[src/rtl/core/fpr_pkg.sv]
// ----------------------------------------------------------------------------
// fpr_pkg
// Shared types and constants for the framed packet receiver.
// ----------------------------------------------------------------------------
package fpr_pkg;

  localparam int unsigned ByteW    = 8;
  localparam int unsigned LimitW   = 9;
  localparam int unsigned StatusW  = 3;
  localparam int unsigned SkipW    = 4;
  localparam int unsigned CfgIdxW  = 3;
  localparam int unsigned CfgDataW = 9;

  // begin error on a skipped byte once more than this many have been counted
  localparam logic [SkipW-1:0] SkipLimit  = 4'd10;
  // instruction and item count bytes at the head of the body
  localparam logic [ByteW-1:0] HeaderBody = 8'd2;

  // reset values of the configuration registers
  localparam logic [ByteW-1:0]  StartByteRst    = 8'h02;
  localparam logic [ByteW-1:0]  EndByteRst      = 8'h03;
  localparam logic              CheckAddressRst = 1'b1;
  localparam logic [ByteW-1:0]  OwnAddressRst   = 8'h01;
  localparam logic [LimitW-1:0] LengthLimitRst  = 9'd256;

  // configuration register indices
  localparam logic [CfgIdxW-1:0] RegStartByte    = 3'd0;
  localparam logic [CfgIdxW-1:0] RegEndByte      = 3'd1;
  localparam logic [CfgIdxW-1:0] RegCheckAddress = 3'd2;
  localparam logic [CfgIdxW-1:0] RegOwnAddress   = 3'd3;
  localparam logic [CfgIdxW-1:0] RegLengthLimit  = 3'd4;

  // frame status codes
  localparam logic [StatusW-1:0] StOk      = 3'd0;
  localparam logic [StatusW-1:0] StBegin   = 3'd1;
  localparam logic [StatusW-1:0] StAddr    = 3'd2;
  localparam logic [StatusW-1:0] StLen     = 3'd3;
  localparam logic [StatusW-1:0] StEnd     = 3'd4;
  localparam logic [StatusW-1:0] StXor     = 3'd5;
  localparam logic [StatusW-1:0] StSum     = 3'd6;
  localparam logic [StatusW-1:0] StTimeout = 3'd7;

  typedef struct packed {
    logic [ByteW-1:0]  start_byte;
    logic [ByteW-1:0]  end_byte;
    logic              check_address;
    logic [ByteW-1:0]  own_address;
    logic [LimitW-1:0] length_limit;
  } fpr_cfg_t;

  typedef struct packed {
    logic                kind;
    logic [ByteW-1:0]    payload_byte;
    logic [ByteW-1:0]    frame_address;
    logic [ByteW-1:0]    frame_instruction;
    logic [ByteW-1:0]    item_count;
    logic [ByteW-1:0]    user_length;
    logic [StatusW-1:0]  status;
  } fpr_res_t;

endpackage

[src/rtl/core/fpr_frame.sv]
// ----------------------------------------------------------------------------
// fpr_frame
// Frame decoder: per-word state update and result generation.
// ----------------------------------------------------------------------------
module fpr_frame (
  input  logic                        clk_i,
  input  logic                        rst_ni,
  input  logic                        step_i,
  input  logic [fpr_pkg::ByteW-1:0]   byte_in_i,
  input  logic                        timeout_i,
  input  fpr_pkg::fpr_cfg_t           cfg_i,
  output logic                        res_valid_o,
  output fpr_pkg::fpr_res_t           res_o
);
  import fpr_pkg::*;

  localparam int unsigned PhW = 3;
  localparam logic [PhW-1:0] PhHunt = 3'd0;
  localparam logic [PhW-1:0] PhAddr = 3'd1;
  localparam logic [PhW-1:0] PhLen  = 3'd2;
  localparam logic [PhW-1:0] PhBody = 3'd3;
  localparam logic [PhW-1:0] PhXor  = 3'd4;
  localparam logic [PhW-1:0] PhSum  = 3'd5;
  localparam logic [PhW-1:0] PhEnd  = 3'd6;

  logic [PhW-1:0]   phase_q, phase_d;
  logic [SkipW-1:0] skip_q, skip_d;
  logic [ByteW-1:0] idx_q, idx_d;
  logic [ByteW-1:0] len_q, len_d;
  logic [ByteW-1:0] addr_q, addr_d;
  logic [ByteW-1:0] instr_q, instr_d;
  logic [ByteW-1:0] items_q, items_d;
  logic [ByteW-1:0] xor_q, xor_d;
  logic [ByteW-1:0] sum_q, sum_d;
  logic [ByteW-1:0] gxor_q, gxor_d;
  logic [ByteW-1:0] gsum_q, gsum_d;

  logic             fin;
  logic [StatusW-1:0] fin_st;
  logic [ByteW:0]   idx_inc;
  logic [LimitW:0]  len_plus;

  assign idx_inc  = {1'b0, idx_q} + 9'd1;
  assign len_plus = {2'b00, byte_in_i} + {2'b00, HeaderBody};

  always_comb begin
    phase_d = phase_q;
    skip_d  = skip_q;
    idx_d   = idx_q;
    len_d   = len_q;
    addr_d  = addr_q;
    instr_d = instr_q;
    items_d = items_q;
    xor_d   = xor_q;
    sum_d   = sum_q;
    gxor_d  = gxor_q;
    gsum_d  = gsum_q;
    fin     = 1'b0;
    fin_st  = StOk;
    res_valid_o = 1'b0;
    res_o       = '0;

    if (timeout_i) begin
      fin    = 1'b1;
      fin_st = StTimeout;
    end else begin
      case (phase_q)
        PhHunt: begin
          if (byte_in_i != cfg_i.start_byte) begin
            if (skip_q > SkipLimit) begin
              fin    = 1'b1;
              fin_st = StBegin;
            end else begin
              skip_d = skip_q + 4'd1;
            end
          end else begin
            skip_d  = '0;
            phase_d = PhAddr;
          end
        end
        PhAddr: begin
          if (cfg_i.check_address && byte_in_i != cfg_i.own_address) begin
            fin    = 1'b1;
            fin_st = StAddr;
          end else begin
            addr_d  = byte_in_i;
            instr_d = '0;
            items_d = '0;
            xor_d   = byte_in_i;
            sum_d   = byte_in_i;
            phase_d = PhLen;
          end
        end
        PhLen: begin
          len_d = byte_in_i;
          xor_d = xor_q ^ byte_in_i;
          sum_d = sum_q + byte_in_i;
          if (byte_in_i < HeaderBody || len_plus > {1'b0, cfg_i.length_limit}) begin
            fin    = 1'b1;
            fin_st = StLen;
          end else begin
            idx_d   = '0;
            phase_d = PhBody;
          end
        end
        PhBody: begin
          xor_d = xor_q ^ byte_in_i;
          sum_d = sum_q + byte_in_i;
          if (idx_q == 8'd0) begin
            instr_d = byte_in_i;
          end else if (idx_q == 8'd1) begin
            items_d = byte_in_i;
          end else begin
            res_valid_o        = 1'b1;
            res_o.payload_byte = byte_in_i;
          end
          // declared length never exceeds a byte, so the index stays in 8 bits
          idx_d = idx_inc[ByteW-1:0];
          if (idx_inc >= {1'b0, len_q}) phase_d = PhXor;
        end
        PhXor: begin
          gxor_d  = byte_in_i;
          phase_d = PhSum;
        end
        PhSum: begin
          gsum_d  = byte_in_i;
          phase_d = PhEnd;
        end
        PhEnd: begin
          fin = 1'b1;
          if (byte_in_i != cfg_i.end_byte)  fin_st = StEnd;
          else if (gxor_q != xor_q)         fin_st = StXor;
          else if (gsum_q != sum_q)         fin_st = StSum;
          else                              fin_st = StOk;
        end
        default: begin
          phase_d = PhHunt;
          skip_d  = '0;
        end
      endcase
    end

    if (fin) begin
      phase_d     = PhHunt;
      skip_d      = '0;
      res_valid_o = 1'b1;
      res_o       = '0;
      res_o.kind  = 1'b1;
      res_o.status = fin_st;
      if (fin_st == StOk) begin
        res_o.frame_address     = addr_q;
        res_o.frame_instruction = instr_q;
        res_o.item_count        = items_q;
        res_o.user_length       = len_q - HeaderBody;
      end
    end
  end

  always_ff @(posedge clk_i or negedge rst_ni) begin
    if (!rst_ni) begin
      phase_q <= PhHunt;
      skip_q  <= '0;
      idx_q   <= '0;
      len_q   <= '0;
      addr_q  <= '0;
      instr_q <= '0;
      items_q <= '0;
      xor_q   <= '0;
      sum_q   <= '0;
      gxor_q  <= '0;
      gsum_q  <= '0;
    end else if (step_i) begin
      phase_q <= phase_d;
      skip_q  <= skip_d;
      idx_q   <= idx_d;
      len_q   <= len_d;
      addr_q  <= addr_d;
      instr_q <= instr_d;
      items_q <= items_d;
      xor_q   <= xor_d;
      sum_q   <= sum_d;
      gxor_q  <= gxor_d;
      gsum_q  <= gsum_d;
    end
  end

endmodule

[src/rtl/core/framed_packet_receiver.sv]
// ----------------------------------------------------------------------------
// framed_packet_receiver
// Decodes start/address/length/body/XOR/sum/end frames from a byte stream.
// ----------------------------------------------------------------------------
// One received byte is taken per ready cycle. Each accepted word updates the
// frame decoder in the same cycle and any result (a user data byte, or the
// status word that closes a frame) lands in the output register, visible the
// cycle after acceptance. The input is ready whenever the output register is
// empty or is being emptied in the same cycle, so with the sink always ready the
// block sustains one byte per clock. Configuration registers are written
// through the plain write port; indices beyond the last register are ignored.
module framed_packet_receiver (
  input  logic                          clk_i,
  input  logic                          rst_ni,
  // configuration write port
  input  logic                          cfg_we_i,
  input  logic [fpr_pkg::CfgIdxW-1:0]   cfg_idx_i,
  input  logic [fpr_pkg::CfgDataW-1:0]  cfg_data_i,
  // received bytes
  input  logic                          s_axis_tvalid_i,
  output logic                          s_axis_tready_o,
  input  logic [7:0]                    s_axis_tdata_i,   // byte_in[7:0]
  input  logic                          s_axis_tuser_i,   // timeout
  // results
  output logic                          m_axis_tvalid_o,
  input  logic                          m_axis_tready_i,
  // payload_byte[7:0], frame_address[15:8], frame_instruction[23:16],
  // item_count[31:24], user_length[39:32], status[42:40], zero[47:43]
  output logic [47:0]                   m_axis_tdata_o,
  output logic                          m_axis_tuser_o    // kind
);
  import fpr_pkg::*;

  fpr_cfg_t cfg_q;
  logic     accept;
  logic     res_valid;
  fpr_res_t res;
  logic     out_valid_q;
  fpr_res_t out_q;

  always_ff @(posedge clk_i or negedge rst_ni) begin
    if (!rst_ni) begin
      cfg_q.start_byte    <= StartByteRst;
      cfg_q.end_byte      <= EndByteRst;
      cfg_q.check_address <= CheckAddressRst;
      cfg_q.own_address   <= OwnAddressRst;
      cfg_q.length_limit  <= LengthLimitRst;
    end else if (cfg_we_i) begin
      case (cfg_idx_i)
        RegStartByte:    cfg_q.start_byte    <= cfg_data_i[ByteW-1:0];
        RegEndByte:      cfg_q.end_byte      <= cfg_data_i[ByteW-1:0];
        RegCheckAddress: cfg_q.check_address <= cfg_data_i[0];
        RegOwnAddress:   cfg_q.own_address   <= cfg_data_i[ByteW-1:0];
        RegLengthLimit:  cfg_q.length_limit  <= cfg_data_i[LimitW-1:0];
        default: ;
      endcase
    end
  end

  assign s_axis_tready_o = !out_valid_q || m_axis_tready_i;
  assign accept          = s_axis_tvalid_i && s_axis_tready_o;

  fpr_frame u_frame (
    .clk_i       (clk_i),
    .rst_ni      (rst_ni),
    .step_i      (accept),
    .byte_in_i   (s_axis_tdata_i),
    .timeout_i   (s_axis_tuser_i),
    .cfg_i       (cfg_q),
    .res_valid_o (res_valid),
    .res_o       (res)
  );

  always_ff @(posedge clk_i or negedge rst_ni) begin
    if (!rst_ni) begin
      out_valid_q <= 1'b0;
    end else if (accept) begin
      out_valid_q <= res_valid;
    end else if (m_axis_tready_i) begin
      out_valid_q <= 1'b0;
    end
  end

  always_ff @(posedge clk_i) begin
    if (accept && res_valid) begin
      out_q <= res;
    end
  end

  assign m_axis_tvalid_o = out_valid_q;
  assign m_axis_tuser_o  = out_q.kind;
  assign m_axis_tdata_o  = {5'b00000, out_q.status, out_q.user_length, out_q.item_count,
                            out_q.frame_instruction, out_q.frame_address,
                            out_q.payload_byte};

endmodule
[config.mk]
export PLATFORM = sky130hd
export DESIGN_NAME = framed_packet_receiver
export DESIGN_NICKNAME = d
export VERILOG_FILES = /design/src/rtl/core/fpr_pkg.sv /design/src/rtl/core/fpr_frame.sv /design/src/rtl/core/framed_packet_receiver.sv
export SDC_FILE = /design/constraint.sdc
export NUM_CORES = 1
export LEC_CHECK = 0
export ABC_AREA = 1
export BUFFER_PORTS_ARGS = -buffer_cell sky130_fd_sc_hd__buf_2
export CAP_MARGIN = 10
export CORE_ASPECT_RATIO = 0.9
export CORE_MARGIN = 4
export CORE_UTILIZATION = 30
export DETAILED_ROUTE_END_ITERATION = 10
export PLACE_DENSITY_LB_ADDON = 0.08
export SLEW_MARGIN = 10
export SYNTH_ARGS = -nofsm -noshare
export SYNTH_HDL_FRONTEND = slang
export SYNTH_SLANG_ARGS = --single-unit
[constraint.sdc]
create_clock -name clk_i -period 7.3 [get_ports clk_i]
set_input_delay 0.73 -clock clk_i [delete_from_list [all_inputs] [get_ports clk_i]]
set_output_delay 0.73 -clock clk_i [all_outputs]
set_load 0.05 [all_outputs]
==> run metrics, run 1 <==
number of filler instances in the final layout=between 2000 and 3000; proportion of netlist area held by the largest area contributor=32.3%; area of the mapped netlist=8360 um2; final routed wire length divided by cell count=about 17 um; Synth Instances=893; P&R area growth vs syn=14.0%; detailed router's first-iteration violation count=334; wire length of the first global-routing pass=35800 um; die area=30600 um2; Total Routing Usage GR=between 10% and 20%; total wire length after detailed routing=22400 um; number of violations of the max-capacitance limit=0; maximum number of pins on one net before global-route repair=60; Worst Skew=0.0165 ns; via count of the first global-routing pass=6015; Setup Total Neg Slack=0 ns; Clock H-tree levels=4; Yosys warning count=0; number of enable flip-flop cells after synthesis=44; kind of start point of the critical path=primary input; area of the multi-input gates=3470 um2; # diodes=0; number of hold buffers added after cts=0; Die X=between 150 and 200 um; Post-DRT Antenna Nets=0; status=completed; Worst IR Drop VDD=0.177 mV; setup repair after global routing missed its margin=no; number of I/O pins=77; first drt pass iteration count=4; Die Y=166 um; via/cell ratio=4.51; cells taking the most area after synthesis=sky130_fd_sc_hd__dfrtp_1, sky130_fd_sc_hd__edfxtp_1, sky130_fd_sc_hd__nand2_1; category of the critical setup timing path=in -> reg; library cell occupying the most area in the post-synthesis netlist=sky130_fd_sc_hd__dfrtp_1; ys flop type=sky130_fd_sc_hd__dfrtp_1; number of nets in the finished design=1016; Max Slew Vio Count=0; mean area per synthesized cell=9.37 um2; effective utilization at floorplan=30.7%; hold violation count in the final report=0; Util after Layout=a little over a third; Finish-stage setup viols=0; flop and latch count out of synthesis=158; worst slew pin tran=0.998 ns; CP arrival=about 3.6 ns; CTS tree=yes; Clock Pin Slew Worst Setup and Hold Paths=approximately 0.08 ns; sink count of the clock tree=158; part of the Yosys area used for sequential elements=50.0%; count of input and output buffers=71; fmax=roughly 0.28 GHz; crit-path max FO=44; number of instances resized during post-cts repair=0; last weighted congestion value of the routability-driven placer=0.809; number of buffers added by the clock tree synthesis step=17; Floorplan Core Area=27200 um2; half-perimeter wire length after detailed placement=16200 um; Final Critical Period=about 3.5 ns; number of buffers on the longest clock path=2; fraction of final layout cells sized beyond drive strength 1=between 10% and 20%; share of async-settable or async-resettable flops after synthesis=72.2%; leak pwr=approximately 4.3 nW; via count of the routed design=5973; clock network latency to the later pin of the worst-skew pair=0.44 ns; number of rows in the core area=57; capturing element type of the critical path=flip-flop; Tightest Hold Check Type=in -> async; required time of the worst setup path=7.37 ns; master cell of the clock root buffer=sky130_fd_sc_hd__clkbuf_16; slew margin rel.=approximately a third; overflow left after global routing=0; number of library cell types mapped by synthesis=between 40 and 50; post-detailed-route DRC marker count=0; hold slack=0.347 ns; Post-CTS Setup Bufs=0; crit share post-route=48.1%; antenna violations before repair=0; power density over cell area=354 nW/um2; footprint of the flip-flops and latches=4180 um2
flip-flops by register name, summed over array words and instances, names as in the netlist:
register         cells
u_frame.instr_q      8
u_frame.sum_q        8
u_frame.idx_q        8
u_frame.len_q        8
u_frame.gxor_q       8
m_axis_tvalid_o      1
u_frame.addr_q       8
u_frame.skip_q       4
u_frame.items_q      8
m_axis_tuser_o       1
u_frame.phase_q      3
cfg_q               34
m_axis_tdata_o      43
u_frame.gsum_q       8
u_frame.xor_q        8
synth_stat cells, drive strengths merged (15+ instances only):
| master | count |
|---|---|
| inv | 114 |
| a21oi | 34 |
| nand4 | 15 |
| nand3 | 29 |
| xnor2 | 26 |
| buf | 28 |
| dfrtp | 108 |
| xor2 | 35 |
| edfxtp | 44 |
| o21ai | 77 |
| nor2 | 75 |
| nand2 | 188 |
| nor3 | 45 |
| ha | 31 |
cell usage in the layout, fill, tap and decap left out, types with 3 or more instances in the layout:
cell type,n
sky130_fd_sc_hd__nor2_2,6
sky130_fd_sc_hd__clkinv_4,3
sky130_fd_sc_hd__inv_1,101
sky130_fd_sc_hd__nor2_1,65
sky130_fd_sc_hd__nand3b_1,3
sky130_fd_sc_hd__dfstp_2,6
sky130_fd_sc_hd__nand4_1,14
sky130_fd_sc_hd__edfxtp_1,44
sky130_fd_sc_hd__nand2_1,180
sky130_fd_sc_hd__nor3_2,33
sky130_fd_sc_hd__o21bai_1,3
sky130_fd_sc_hd__inv_8,4
sky130_fd_sc_hd__nand2_2,4
sky130_fd_sc_hd__clkinv_8,5
sky130_fd_sc_hd__o22ai_1,8
sky130_fd_sc_hd__xor2_1,35
sky130_fd_sc_hd__inv_6,4
sky130_fd_sc_hd__ha_1,31
sky130_fd_sc_hd__clkbuf_16,17
sky130_fd_sc_hd__conb_1,5
sky130_fd_sc_hd__o21ai_0,66
sky130_fd_sc_hd__nand3_1,26
sky130_fd_sc_hd__nor3_1,12
sky130_fd_sc_hd__buf_2,70
sky130_fd_sc_hd__a21oi_1,34
sky130_fd_sc_hd__buf_4,4
sky130_fd_sc_hd__nor2_4,4
sky130_fd_sc_hd__nand2_4,4
sky130_fd_sc_hd__inv_2,10
sky130_fd_sc_hd__o21ai_1,11
sky130_fd_sc_hd__xnor2_1,26
sky130_fd_sc_hd__dfrtp_1,108
layer usage:
metal / track usage, % / routed length (um) / up-vias
met5: 0 / 0 / -
met4: 3.44 / 227 / 0
met3: 2.69 / 711 / 16
met2: 23.0 / 10100 / 111
met1: 22.6 / 11400 / 2810
li1: - / - / 3036
where the power goes:
part | internal [mW] | switching [mW]
registers | 1.17 | 0.178
logic | 0.384 | 0.740
clock network | 0.461 | 0.440
kinds of logic after synthesis:
logic type	Yosys count	share of synthesized area, %
DFF	158	50.0
adders and majority gates	32	4.88
other	1	0.0448
xor gates and xnor gates	61	6.39
and+or+nand+nor	360	21.6
AOI/OAI and AO/OA	132	8.45
buffers and inverters	149	8.65
worst max-delay path, stage by stage:
cell	delay, ns
sky130_fd_sc_hd__buf_2	0.24
sky130_fd_sc_hd__inv_1	0.19
sky130_fd_sc_hd__nor3_1	0.35
sky130_fd_sc_hd__nand4_1	0.17
sky130_fd_sc_hd__nand2_1	0.10
sky130_fd_sc_hd__inv_1	0.04
sky130_fd_sc_hd__ha_1	0.26
sky130_fd_sc_hd__nand3_1	0.09
sky130_fd_sc_hd__nor3_2	0.14
sky130_fd_sc_hd__nand2_1	0.07
sky130_fd_sc_hd__nand3_1	0.08
sky130_fd_sc_hd__nand2_1	0.05
sky130_fd_sc_hd__nand2_1	0.14
sky130_fd_sc_hd__nand2_4	0.11
sky130_fd_sc_hd__nand3_2	0.13
sky130_fd_sc_hd__o21ai_1	0.09
sky130_fd_sc_hd__clkinv_1	0.06
sky130_fd_sc_hd__buf_4	0.46
area by class of cell:
type | instances | share of cell area [%]
multi-input combinational | 590 | 36.4
clock buffer | 17 | 4.46
clock inverter | 15 | 1.81
inverter | 117 | 4.82
sequential | 158 | 43.8
tap | 354 | 4.64
timing repair buffer | 74 | 3.99
final timing paths:
check | start | to | slack (ns) | cells after the start
max in group asynchronous | rst_ni | cfg_q[3]$_DFFE_PN0P_ | 5.61 | 2
min in group clk_i | u_frame.addr_q[2]$_DFFE_PN0P_ | u_frame.addr_q[2]$_DFFE_PN0P_ | 0.49 | 2
max reg2reg | cfg_q[8]$_DFFE_PN1P_ | m_axis_tdata_o[18]$_SDFFCE_PN0P_ | 4.55 | 13
max | s_axis_tdata_i[3] | m_axis_tdata_o[18]$_SDFFCE_PN0P_ | 3.79 | 18
min | rst_ni | u_frame.items_q[3]$_DFFE_PN0P_ | 0.35 | 1
min reg2reg | u_frame.addr_q[2]$_DFFE_PN0P_ | u_frame.addr_q[2]$_DFFE_PN0P_ | 0.49 | 2
through the flow:
step | power, mW | instances | area, um2 | setup WS, ns
floorplan | 2.22 | 897 | 8380 | 3.49
global placement | 2.51 | 1293 | 8940 | 3.38
detailed placement | 2.51 | 1293 | 8940 | 3.31
CTS | 3.43 | 1325 | 9540 | 3.77
global route | 3.65 | 1325 | 9540 | 3.40
finish | 3.38 | 1325 | 9540 | 3.79
No activity file was read; power rests on OpenSTA's default activity.
==> run 2, diff against run 1 <==
--- a/config.mk
+++ b/config.mk
@@ -5,7 +5,7 @@
 export SDC_FILE = /design/constraint.sdc
 export NUM_CORES = 1
 export LEC_CHECK = 0
-export ABC_AREA = 1
+export ABC_AREA = 0
 export BUFFER_PORTS_ARGS = -buffer_cell sky130_fd_sc_hd__buf_2
 export CAP_MARGIN = 10
 export CORE_ASPECT_RATIO = 0.9
==> constraint.sdc (replaced) <==
create_clock -name clk_i -period 3.15 [get_ports clk_i]
set_input_delay 0.315 -clock clk_i [delete_from_list [all_inputs] [get_ports clk_i]]
set_output_delay 0.315 -clock clk_i [all_outputs]
set_load 0.05 [all_outputs]
==> run metrics, run 2 <==
crit-path max FO=5 (-89%); number of enable flip-flop cells after synthesis=44 (unchanged); post-detailed-route DRC marker count=0 (unchanged); fraction of final layout cells sized beyond drive strength 1=26.9% (+7.8 points); Clock H-tree levels=4 (unchanged); mean area per synthesized cell=11.5 um2 (+23%); Final Critical Period=a little under 3 ns; half-perimeter wire length after detailed placement=14700 um (-9.5%); effective utilization at floorplan=30.6% (-0.13 points); worst path setup slack after routing=0.242 ns (-3.54 ns); last weighted congestion value of the routability-driven placer=0.808 (-0.16%); number of filler instances in the final layout=2566 (-11%); required time of the worst setup path=3.50 ns (-3.87 ns); setup slack after placement=-0.255 ns (-3.57 ns); kind of start point of the critical path=flip-flop; total wire length after detailed routing=20000 um (-11%); leak pwr=4.27 nW (-0.94%); maximum number of pins on one net before global-route repair=56 (-6.7%); most used routing layer in global routing=met2; sink count of the clock tree=158 (unchanged); number of buffers added by the clock tree synthesis step=17 (unchanged); Clock Pin Slew Worst Setup and Hold Paths=0.07 ns (about the same); CP arrival=3.26 ns (-0.32 ns); Total Routing Usage GR=14.2% (-1.0 points); master cell of the clock root buffer=sky130_fd_sc_hd__clkbuf_16; P&R area growth vs syn=20.2%; DP Area=8940 um2 (about the same); flop and latch count out of synthesis=158 (unchanged); number of nets in the finished design=852 (-16%); most common cell in the synthesized netlist=sky130_fd_sc_hd__dfrtp_1; most used standard cells in the synthesized netlist=sky130_fd_sc_hd__dfrtp_1, sky130_fd_sc_hd__nand2_1, sky130_fd_sc_hd__mux2_2, sky130_fd_sc_hd__edfxtp_1, sky130_fd_sc_hd__xnor2_1; met1 layer usage reported by global route=18.9% (-3.6 points); Final Instance Area=9600 um2 (+0.68%); worst reg-to-reg setup slack=0.24 ns (-4.31 ns); GR met2 Demand/Resource=23.6% (+0.60 points); number of library cell types mapped by synthesis=61 (+33%); first drt pass iteration count=4 (unchanged); library cell occupying the most area in the post-synthesis netlist=sky130_fd_sc_hd__dfrtp_1; count of input and output buffers=71 (unchanged); most frequent cells in the layout=sky130_fd_sc_hd__dfrtp_1, sky130_fd_sc_hd__buf_2, sky130_fd_sc_hd__nand2_1; highest-delay cell along the critical path=sky130_fd_sc_hd__dfrtp_1; status=completed; Worst IR Drop VDD=0.316 mV (+78%); Die Y=163 um (-2.2%); cell chain of the critical path=nand3_1 > nor3_2 > and3_1 > xor2_1 > ha_1 > and3_1 > o2bb2ai_1 > or4_1 > o21bai_2 > and2_0 > o21ai_1 > o2bb2ai_1; slew margin rel.=51.2% (+18 points); die area=29300 um2 (-4.3%); via count of the routed design=5395 (-9.7%); Floorplan Core Area=26100 um2 (-4.1%); setup repair after global routing missed its margin=no; wire length of the first global-routing pass=32500 um (-9.2%); worst slew pin tran=0.729 ns (-0.269 ns); CTS tree=yes; capturing element type of the critical path=flip-flop; hold violation count in the final report=0 (unchanged); cells taking the most area after synthesis=sky130_fd_sc_hd__dfrtp_1, sky130_fd_sc_hd__edfxtp_1, sky130_fd_sc_hd__mux2_2; via/cell ratio=4.67 (+3.6%); ys flop type=sky130_fd_sc_hd__dfrtp_1; number of buffers on the longest clock path=2 (unchanged); number of I/O pins=77 (unchanged); proportion of netlist area held by the largest area contributor=33.8% (+1.5 points); Util after Layout=36.7% (+1.7 points); number of violations of the max-capacitance limit=0 (unchanged); met3 capacity usage during global routing=3.39% (+0.70 points); area of the mapped netlist=7990 um2 (-4.5%); category of cells accounting for the largest share of critical-path delay=simple AND/OR/NAND/NOR gates; # diodes=0 (unchanged); via count of the first global-routing pass=5692 (-5.4%); part of the Yosys area used for sequential elements=52.3% (+2.3 points); fmax=0.344 GHz; detailed router's first-iteration violation count=223 (-33%); crit share post-route=between 90% and 100%; Yosys warning count=0 (unchanged); share of async-settable or async-resettable flops after synthesis=72.2% (unchanged); combined buffer and inverter count along the critical path=0 (-5); commonest non-fill, non-tap cell in the layout=sky130_fd_sc_hd__dfrtp_1; category of the critical setup timing path=reg -> reg; Worst Skew=0.0148 ns (-0.00172 ns); Die X=180 um (-2.2%); power density over cell area=698 nW/um2 (+97%); Synth Instances=696 (-22%); Tightest Hold Check Type=in -> reg; max FFs per register=43 (unchanged); number of rows in the core area=56 (-1.8%); final routed wire length divided by cell count=17.3 um (+2.4%); Post-DRT Antenna Nets=0 (unchanged); antenna violations before repair=0 (unchanged); overflow left after global routing=0 (unchanged); CP max stage delay=0.43 ns (-0.03 ns); clock network latency to the later pin of the worst-skew pair=0.43 ns (about the same); Max Slew Vio Count=0 (unchanged); Finish-stage setup viols=0 (unchanged)
[run 2: cell count changes in the layout (fill, tap and decap cells not counted), moves of 34 or more]
cell	change
sky130_fd_sc_hd__mux2_2	+49
sky130_fd_sc_hd__o21ai_0	-42
sky130_fd_sc_hd__inv_1	-72
sky130_fd_sc_hd__and2_1	+36
sky130_fd_sc_hd__nand2_1	-122
sky130_fd_sc_hd__buf_4	+34
sky130_fd_sc_hd__nor2_1	-35
[run 2: cell type report]
cell class | count | area [um2] | share of cell area, %
multi-input combinational | 476 | 3540 | 36.9
inverter | 29 | 109 | 1.13
sequential | 158 | 4180 | 43.6
clock inverter | 15 | 193 | 2.01
timing repair buffer | 112 | 713 | 7.43
tap | 348 | 435 | 4.53
clock buffer | 17 | 425 | 4.43
[run 2: metrics by stage]
| step | hold WS (ns) | power (mW) | TNS [ns] | std cells |
|---|---|---|---|---|
| after floorplan | 0.0194 | 4.10 | 0 | 700 |
| after global placement | 0.282 | 4.60 | -10.01 | 1121 |
| after detailed placement | 0.276 | 4.63 | -11.20 | 1121 |
| after CTS | 0.101 | 6.79 | 0 | 1154 |
| after global routing | 0.128 | 7.12 | 0 | 1155 |
| final | 0.111 | 6.70 | 0 | 1155 |
[run 2: path summary, 6_finish.rpt]
path	startpoint	endpoint	cells after the start
max reg2reg	u_frame.idx_q[3]$_DFFE_PN0P_	u_frame.phase_q[2]$_DFFE_PN0P_	12
min	cfg_data_i[8]	cfg_q[8]$_DFFE_PN1P_	3
min in group asynchronous	rst_ni	u_frame.xor_q[3]$_DFFE_PN0P_	2
max	u_frame.idx_q[3]$_DFFE_PN0P_	u_frame.phase_q[2]$_DFFE_PN0P_	12
min reg2reg	u_frame.addr_q[5]$_DFFE_PN0P_	u_frame.addr_q[5]$_DFFE_PN0P_	2
max in group asynchronous	rst_ni	m_axis_tvalid_o$_DFFE_PN0P_	3
[run 2: power by group]
part	total, mW	leakage, nW	internal, mW	switching [mW]
Combinational	1.79	2.09	0.730	1.06
Sequential	2.79	1.87	2.52	0.262
Clock	2.12	0.301	1.15	0.975
[run 2: cell families (layout without fill, tap and decap cells)]
family / count (synthesis) / in the layout / share of synthesized area, %
compound gates: 94 / 94 / 7.92
fa+ha+maj: 32 / 32 / 5.10
buf+inv: 66 / 173 / 3.77
mux: 66 / 66 / 9.30
simple gates: 211 / 211 / 14.1
xor+xnor: 68 / 68 / 7.45
other cells: 1 / 5 / 0.0469
flops: 158 / 158 / 52.3
[run 2: repair_timing]
| item | in CTS | in global routing |
|---|---|---|
| hold buffers | 1 | 0 |
| endpoints found under the setup margin | 0 | 3 |
| resized for setup | 0 | 3 |
| hold endpoints to repair | 25 | 0 |
| buffers inserted | 0 | 0 |
[run 2: layer usage]
layer  part of all wire [%]  wire length (um)
met1                     48              9580
met2                     47              9480
met3                    4.0               808
met4                   0.82               164
met5                      0                 0
[run 2: worst reg2reg max path, cell delays in order (launching register included)]
cell	delay, ns
sky130_fd_sc_hd__dfrtp_1	0.43
sky130_fd_sc_hd__nand3_1	0.13
sky130_fd_sc_hd__nor3_2	0.18
sky130_fd_sc_hd__and3_1	0.20
sky130_fd_sc_hd__xor2_1	0.23
sky130_fd_sc_hd__ha_1	0.28
sky130_fd_sc_hd__and3_1	0.18
sky130_fd_sc_hd__o2bb2ai_1	0.11
sky130_fd_sc_hd__or4_1	0.41
sky130_fd_sc_hd__o21bai_2	0.26
sky130_fd_sc_hd__and2_0	0.18
sky130_fd_sc_hd__o21ai_1	0.12
sky130_fd_sc_hd__o2bb2ai_1	0.12
